<file path="config.mk">
export PLATFORM = sky130hd
export DESIGN_NAME = line_pixel_generator_core
export DESIGN_NICKNAME = d
export VERILOG_FILES = /design/src/hw/rtl/lpg_pkg.sv /design/src/hw/rtl/line_pixel_generator_core.sv /design/src/hw/rtl/lpg_setup.sv /design/src/hw/rtl/lpg_step.sv
export SDC_FILE = /design/constraint.sdc
export NUM_CORES = 1
export LEC_CHECK = 0
export ABC_CLOCK_PERIOD_IN_PS = 9600
export BUFFER_PORTS_ARGS = -buffer_cell sky130_fd_sc_hd__buf_2
export CAP_MARGIN = 20
export CORE_ASPECT_RATIO = 1.4
export CORE_MARGIN = 3
export CORE_UTILIZATION = 55
export CTS_CLUSTER_DIAMETER = 100
export DETAILED_ROUTE_END_ITERATION = 10
export PLACE_DENSITY = 0.85
export SLEW_MARGIN = 25
export SYNTH_ARGS = -nofsm -noshare
export SYNTH_HDL_FRONTEND = slang
export SYNTH_HIERARCHICAL = 1
export SYNTH_SLANG_ARGS = --single-unit
</file>
<file path="constraint.sdc">
create_clock -name clk -period 9.6 [get_ports clk]
set_input_delay 1.92 -clock clk [delete_from_list [all_inputs] [get_ports clk]]
set_output_delay 1.92 -clock clk [all_outputs]
set_load 0.03 [all_outputs]
</file>
<file path="src/hw/rtl/lpg_pkg.sv">
`timescale 1ns / 1ps
// lpg_pkg: shared types and codes for the line pixel generator
// no dependencies; used by every lpg module and the top level
package lpg_pkg;

    // color field width (rgb565)
    localparam int unsigned COLOR_BITS = 16;

    // item action codes
    typedef enum logic
    {
        ACT_START   = 1'b0,
        ACT_ADVANCE = 1'b1
    } lpg_action_t;

    // direction flags of a line, worked out at line start
    typedef struct packed
    {
        logic x_is_major;
        logic step_x_negative;
        logic step_y_negative;
    } lpg_dir_t;

endpackage

</file>
<file path="src/hw/rtl/line_pixel_generator_core.sv">
`timescale 1ns / 1ps
// line_pixel_generator_core: bresenham line rasterizer, one pixel item per input item
// path: an accepted item goes through the input register and then the result register
// throughput: one item per cycle unless stalled, set by the step loop on line state
// reset: rst_n clears both pipeline stages and drops any line in progress
// depends on lpg_pkg, lpg_setup, lpg_step
module line_pixel_generator_core #(
    parameter int unsigned COORD_BITS = 10
) (
    input  logic                           clk,
    input  logic                           rst_n,
    // input channel
    input  logic                           in_valid,
    output logic                           in_stall,
    input  logic                           action,
    input  logic [COORD_BITS-1:0]          start_x,
    input  logic [COORD_BITS-1:0]          start_y,
    input  logic [COORD_BITS-1:0]          end_x,
    input  logic [COORD_BITS-1:0]          end_y,
    input  logic [lpg_pkg::COLOR_BITS-1:0] line_color,
    // output channel
    output logic                           out_valid,
    input  logic                           out_stall,
    output logic                           pixel_valid,
    output logic [COORD_BITS-1:0]          pixel_x,
    output logic [COORD_BITS-1:0]          pixel_y,
    output logic [lpg_pkg::COLOR_BITS-1:0] pixel_color,
    output logic                           last_pixel
);
    import lpg_pkg::*;

    localparam int unsigned CB = COORD_BITS;
    localparam logic [CB:0] LEFT_ONE = (CB+1)'(1);

    // input register stage
    logic                  s1_valid_reg;
    lpg_action_t           action_reg;
    logic [CB-1:0]         start_x_reg;
    logic [CB-1:0]         start_y_reg;
    logic [CB-1:0]         end_x_reg;
    logic [CB-1:0]         end_y_reg;
    logic [COLOR_BITS-1:0] color_reg;

    // line state
    logic [CB-1:0]         cursor_x_reg,    cursor_x_next;
    logic [CB-1:0]         cursor_y_reg,    cursor_y_next;
    logic signed [CB+2:0]  decision_reg,    decision_next;
    logic [CB-1:0]         major_reg,       major_next;
    logic [CB-1:0]         minor_reg,       minor_next;
    lpg_dir_t              dir_reg,         dir_next;
    logic [CB:0]           left_reg,        left_next;
    logic [COLOR_BITS-1:0] held_color_reg,  held_color_next;
    logic                  active_reg,      active_next;

    // result register
    logic                  out_valid_reg;
    logic                  pixel_valid_reg, pixel_valid_next;
    logic [CB-1:0]         pixel_x_reg,     pixel_x_next;
    logic [CB-1:0]         pixel_y_reg,     pixel_y_next;
    logic [COLOR_BITS-1:0] pixel_color_reg, pixel_color_next;
    logic                  last_pixel_reg,  last_pixel_next;

    // setup and step results
    logic [CB-1:0]         setup_major;
    logic [CB-1:0]         setup_minor;
    lpg_dir_t              setup_dir;
    logic signed [CB+2:0]  setup_decision;
    logic [CB-1:0]         step_x;
    logic [CB-1:0]         step_y;
    logic signed [CB+2:0]  step_decision;

    // state as seen by the current item (fresh line on start)
    logic [CB-1:0]         eff_x;
    logic [CB-1:0]         eff_y;
    logic signed [CB+2:0]  eff_decision;
    logic [CB-1:0]         eff_major;
    logic [CB-1:0]         eff_minor;
    lpg_dir_t              eff_dir;
    logic [CB:0]           eff_left;
    logic [COLOR_BITS-1:0] eff_color;
    logic                  eff_active;
    logic [CB:0]           left_dec;

    logic                  out_free;
    logic                  fire;

    // handshake
    assign out_free = !out_valid_reg || !out_stall;
    assign fire     = s1_valid_reg && out_free;
    assign in_stall = s1_valid_reg && !out_free;

    lpg_setup #(
        .COORD_BITS (CB)
    ) u_setup (
        .start_x       (start_x_reg),
        .start_y       (start_y_reg),
        .end_x         (end_x_reg),
        .end_y         (end_y_reg),
        .delta_major   (setup_major),
        .delta_minor   (setup_minor),
        .dir           (setup_dir),
        .decision_init (setup_decision)
    );

    // pick stored or fresh line state
    always_comb
    begin
        if (action_reg == ACT_START)
        begin
            eff_x        = start_x_reg;
            eff_y        = start_y_reg;
            eff_decision = setup_decision;
            eff_major    = setup_major;
            eff_minor    = setup_minor;
            eff_dir      = setup_dir;
            eff_left     = {1'b0, setup_major} + LEFT_ONE;
            eff_color    = color_reg;
            eff_active   = 1'b1;
        end
        else
        begin
            eff_x        = cursor_x_reg;
            eff_y        = cursor_y_reg;
            eff_decision = decision_reg;
            eff_major    = major_reg;
            eff_minor    = minor_reg;
            eff_dir      = dir_reg;
            eff_left     = left_reg;
            eff_color    = held_color_reg;
            eff_active   = active_reg;
        end
    end

    lpg_step #(
        .COORD_BITS (CB)
    ) u_step (
        .cursor_x      (eff_x),
        .cursor_y      (eff_y),
        .decision      (eff_decision),
        .delta_major   (eff_major),
        .delta_minor   (eff_minor),
        .dir           (eff_dir),
        .step_x        (step_x),
        .step_y        (step_y),
        .step_decision (step_decision)
    );

    assign left_dec = eff_left - LEFT_ONE;

    // pixel result and next line state
    always_comb
    begin
        cursor_x_next    = eff_x;
        cursor_y_next    = eff_y;
        decision_next    = eff_decision;
        major_next       = eff_major;
        minor_next       = eff_minor;
        dir_next         = eff_dir;
        left_next        = eff_left;
        held_color_next  = eff_color;
        active_next      = eff_active;
        pixel_valid_next = 1'b0;
        pixel_x_next     = '0;
        pixel_y_next     = '0;
        pixel_color_next = '0;
        last_pixel_next  = 1'b0;
        if (eff_active)
        begin
            pixel_valid_next = 1'b1;
            pixel_x_next     = eff_x;
            pixel_y_next     = eff_y;
            pixel_color_next = eff_color;
            last_pixel_next  = (eff_left == LEFT_ONE);
            left_next        = left_dec;
            if (left_dec == '0)
            begin
                active_next = 1'b0;
            end
            else
            begin
                cursor_x_next = step_x;
                cursor_y_next = step_y;
                decision_next = step_decision;
            end
        end
    end

    // input register
    always_ff @(posedge clk or negedge rst_n)
    begin
        if (!rst_n)
        begin
            s1_valid_reg <= 1'b0;
        end
        else if (!in_stall)
        begin
            s1_valid_reg <= in_valid;
        end
    end

    always_ff @(posedge clk)
    begin
        if (in_valid && !in_stall)
        begin
            action_reg  <= lpg_action_t'(action);
            start_x_reg <= start_x;
            start_y_reg <= start_y;
            end_x_reg   <= end_x;
            end_y_reg   <= end_y;
            color_reg   <= line_color;
        end
    end

    // line state registers
    always_ff @(posedge clk or negedge rst_n)
    begin
        if (!rst_n)
        begin
            cursor_x_reg   <= '0;
            cursor_y_reg   <= '0;
            decision_reg   <= '0;
            major_reg      <= '0;
            minor_reg      <= '0;
            dir_reg        <= '0;
            left_reg       <= '0;
            held_color_reg <= '0;
            active_reg     <= 1'b0;
        end
        else if (fire)
        begin
            cursor_x_reg   <= cursor_x_next;
            cursor_y_reg   <= cursor_y_next;
            decision_reg   <= decision_next;
            major_reg      <= major_next;
            minor_reg      <= minor_next;
            dir_reg        <= dir_next;
            left_reg       <= left_next;
            held_color_reg <= held_color_next;
            active_reg     <= active_next;
        end
    end

    // result register
    always_ff @(posedge clk or negedge rst_n)
    begin
        if (!rst_n)
        begin
            out_valid_reg <= 1'b0;
        end
        else if (out_free)
        begin
            out_valid_reg <= fire;
        end
    end

    always_ff @(posedge clk)
    begin
        if (fire)
        begin
            pixel_valid_reg <= pixel_valid_next;
            pixel_x_reg     <= pixel_x_next;
            pixel_y_reg     <= pixel_y_next;
            pixel_color_reg <= pixel_color_next;
            last_pixel_reg  <= last_pixel_next;
        end
    end

    assign out_valid   = out_valid_reg;
    assign pixel_valid = pixel_valid_reg;
    assign pixel_x     = pixel_x_reg;
    assign pixel_y     = pixel_y_reg;
    assign pixel_color = pixel_color_reg;
    assign last_pixel  = last_pixel_reg;

endmodule

</file>
<file path="src/hw/rtl/lpg_setup.sv">
`timescale 1ns / 1ps
// lpg_setup: line setup from two endpoints (deltas, major axis, directions, first term)
// depends on lpg_pkg
module lpg_setup #(
    parameter int unsigned COORD_BITS = 10
) (
    input  logic [COORD_BITS-1:0]        start_x,
    input  logic [COORD_BITS-1:0]        start_y,
    input  logic [COORD_BITS-1:0]        end_x,
    input  logic [COORD_BITS-1:0]        end_y,
    output logic [COORD_BITS-1:0]        delta_major,
    output logic [COORD_BITS-1:0]        delta_minor,
    output lpg_pkg::lpg_dir_t            dir,
    output logic signed [COORD_BITS+2:0] decision_init
);
    import lpg_pkg::*;

    logic [COORD_BITS-1:0]        dx;
    logic [COORD_BITS-1:0]        dy;
    logic signed [COORD_BITS+2:0] twice_minor;
    logic signed [COORD_BITS+2:0] major_ext;

    // absolute deltas and step directions
    always_comb
    begin
        dir.step_x_negative = start_x > end_x;
        dir.step_y_negative = start_y > end_y;
        dx = dir.step_x_negative ? (start_x - end_x) : (end_x - start_x);
        dy = dir.step_y_negative ? (start_y - end_y) : (end_y - start_y);
        // ties go to x
        dir.x_is_major = dx >= dy;
        delta_major = dir.x_is_major ? dx : dy;
        delta_minor = dir.x_is_major ? dy : dx;
    end

    // first decision term: 2*minor - major
    assign twice_minor   = $signed({2'b00, delta_minor, 1'b0});
    assign major_ext     = $signed({3'b000, delta_major});
    assign decision_init = twice_minor - major_ext;

endmodule

</file>
<file path="src/hw/rtl/lpg_step.sv">
`timescale 1ns / 1ps
// lpg_step: one bresenham step of the cursor and decision term
// depends on lpg_pkg
module lpg_step #(
    parameter int unsigned COORD_BITS = 10
) (
    input  logic [COORD_BITS-1:0]        cursor_x,
    input  logic [COORD_BITS-1:0]        cursor_y,
    input  logic signed [COORD_BITS+2:0] decision,
    input  logic [COORD_BITS-1:0]        delta_major,
    input  logic [COORD_BITS-1:0]        delta_minor,
    input  lpg_pkg::lpg_dir_t            dir,
    output logic [COORD_BITS-1:0]        step_x,
    output logic [COORD_BITS-1:0]        step_y,
    output logic signed [COORD_BITS+2:0] step_decision
);
    import lpg_pkg::*;

    localparam logic [COORD_BITS-1:0] ONE = COORD_BITS'(1);

    logic                         both;
    logic signed [COORD_BITS+2:0] twice_minor;
    logic signed [COORD_BITS+2:0] twice_major;
    logic [COORD_BITS-1:0]        moved_x;
    logic [COORD_BITS-1:0]        moved_y;

    assign twice_minor = $signed({2'b00, delta_minor, 1'b0});
    assign twice_major = $signed({2'b00, delta_major, 1'b0});

    // non-negative term steps both axes
    assign both = ~decision[COORD_BITS+2];

    // decision update
    assign step_decision = both ? (decision + twice_minor - twice_major)
                                : (decision + twice_minor);

    // cursor moves, wrapping at the coordinate width
    assign moved_x = dir.step_x_negative ? (cursor_x - ONE) : (cursor_x + ONE);
    assign moved_y = dir.step_y_negative ? (cursor_y - ONE) : (cursor_y + ONE);
    assign step_x  = (dir.x_is_major || both) ? moved_x : cursor_x;
    assign step_y  = (!dir.x_is_major || both) ? moved_y : cursor_y;

endmodule

</file>
==> results.sh <==
export IMPL_whs_endpoint="cursor_y_reg[3]$_DFFE_PN0P_"
export IMPL_rrSetupSlack_ns=0.40
export IMPL_hold_path_depth=2
export IMPL_drt_total_wl_um=33460
export IMPL_critPathRequiredTime_ns=9.92
export IMPL_synth_area_um2=12980
export IMPL_route_detailed_wl_per_inst_um=19.60
export IMPL_min_from="cursor_y_reg[3]$_DFFE_PN0P_"
export IMPL_clockBufferDepth=2
export IMPL_grt_max_degree=78
export IMPL_cp_common_cell="ha_1"
export IMPL_pin_count=101
export IMPL_grt_overflow_total=0
export IMPL_hold_viol=0
export IMPL_track_usage_pct=26.24
export IMPL_synthToLayoutAreaGrowth_pct=11.80
export IMPL_gp_congestion=0.9283
export IMPL_die_area_um2=25510
export IMPL_cts_buffers=17
export IMPL_die_w_um=135.9
export IMPL_reg2reg_to="decision_reg[10]$_DFFE_PN0P_"
export IMPL_dr_pass1_iters=8
export IMPL_skew_ns=0.01392
export IMPL_finalSetupViolCount=0
export IMPL_post_place_ws_ns=-0.0005356
export IMPL_clk_latency_ns=0.45
export IMPL_cts_sinks=180
export IMPL_syn_avg_cell_area_um2=9.949
export IMPL_cts_tree="yes"
export IMPL_nFillCells=1776
export IMPL_grt_antenna_before_repair=1
export IMPL_crit_path_end_kind="register"
export IMPL_max_freq_mhz=108.7
export IMPL_syn_num_nets=1470
export IMPL_arrival_ns=9.52
export IMPL_cts_htree_levels=4
export IMPL_grt_first_pass_wirelength_um=53700
export IMPL_critical_path_class="register to register"
export IMPL_status="finished, final reports clean"
export IMPL_netlist_instances=1305
export IMPL_cp_num_buf_inv=5
export IMPL_startpoint_type="register"
export IMPL_first_global_vias=10688
export IMPL_fin_crit_sh_pct=95.82
export IMPL_vias=10579
export IMPL_worst_r2r_path_depth=44
export IMPL_path_clk_slew_ns=0.08
export IMPL_critPathMaxFanout=10
export IMPL_period_minus_slack_ns=9.198
export IMPL_avgViaCountPerCell=6.197
export IMPL_critPathSlowestCell="fa_1"
export IMPL_slew_headroom_pct=31.12
export IMPL_max_cap_violations=0
export IMPL_hold_class="register to register"
export IMPL_initial_core_util_pct=56.81
export IMPL_route_detailed_drc=0
export IMPL_cpPeakStageDelay_ns=0.48
export IMPL_yosysWarnings=6
export IMPL_ant_nets=0
export IMPL_port_buffers=100
export IMPL_design_core_area_um2=22850
export IMPL_tightestPinTransition_ns=1.033
export IMPL_die_height_um=187.8
export IMPL_drive_gt1_share_pct=22.33
export IMPL_ctsHoldBuffers=0
export IMPL_diodes=0
export IMPL_drv_slew=0
export IMPL_fin_nets=1558
export IMPL_setup_ws_ns=0.4016
export IMPL_drt_initial_drc_count=747
export IMPL_rows=65
export IMPL_hpwlAfterDp_um=23630
export IMPL_reg2reg_from="start_x_reg[0]$_DFFE_PP_"
export IMPL_clockRootBuffer="clkbuf_16"
export IMPL_crit_family="compound AO/OA/AOI/OAI gates"
==> layout by cell type (no fill, tap or decap), drive strengths merged, types with 29 or more instances in the layout <==
master and n:
dfrtp 85, inv 106, buf 124, xnor2 34, a21oi 84, mux2 101
o31ai 38, o21ai 95, and2 29, nor2 58, nand2 102, ha 95
edfxtp 95
==> metrics by stage <==
stage	instances	TNS [ns]	hold WS [ns]	instance area [µm²]	utilization, %
floorplan	1305	0	0.4413	12980	-
global placement	1665	0	0.4569	13710	59.97
detailed placement	1665	-0.0005356	0.4698	13710	59.97
CTS	1697	0	0.4865	14310	62.61
global route	1707	-0.06938	0.5044	14520	63.51
finish	1707	0	0.4835	14520	63.51
==> worst max-delay path by stage <==
stage,startpoint,endpoint,slack [ns],cells after the start
CTS,start_x_reg[4]$_DFFE_PP_,decision_reg[10]$_DFFE_PN0P_,0.04,42
global route,start_x_reg[0]$_DFFE_PP_,decision_reg[10]$_DFFE_PN0P_,-0.07,44
finish,start_x_reg[0]$_DFFE_PP_,decision_reg[10]$_DFFE_PN0P_,0.40,44
floorplan,start_y_reg[0]$_DFFE_PP_,decision_reg[10]$_DFFE_PN0P_,0.91,43
detailed placement,start_x_reg[4]$_DFFE_PP_,decision_reg[10]$_DFFE_PN0P_,-0.0005,43
global placement,start_x_reg[4]$_DFFE_PP_,decision_reg[10]$_DFFE_PN0P_,0.25,42
==> cell type report <==
type,count,area (µm²),area share [%]
multi-input combinational,968,7482,51.55
sequential,180,4980,34.31
timing repair buffer,124,683.2,4.706
clock buffer,17,425.4,2.931
inverter,102,390.4,2.689
tap,301,376.6,2.595
clock inverter,15,177.7,1.224
==> what timing repair did <==
item                                    4_1_cts  5_1_grt
hold endpoints to repair                      0        0
gates cloned                                  0        1
gates resized for setup                       1       26
endpoints found under the setup margin        1        5
pin swaps                                     0        6
setup buffers                                 0        9
==> worst reg2reg max path: cells and delay by family, from the launching register on <==
family	cells	cell delay, ns
xor gates and xnor gates	3	0.43
muxes	2	0.61
buffers and inverters	5	0.57
DFF	1	0.43
and+or+nand+nor	9	1.47
AOI/OAI and AO/OA	19	3.49
adders and majority gates	6	2.12
==> metal layers <==
layer | track usage, % | vias up | wire length, µm
li1 | - | 4936 | -
met2 | 44.50 | 407 | 16440
met3 | 3.355 | 81 | 1903
met4 | 10.43 | 0 | 1181
met5 | 0 | - | 0
met1 | 33.93 | 5155 | 13940
Power is left out: the tool's default activity adds up to more than one toggle a clock period on the data nets, which glitch-free logic cannot reach.
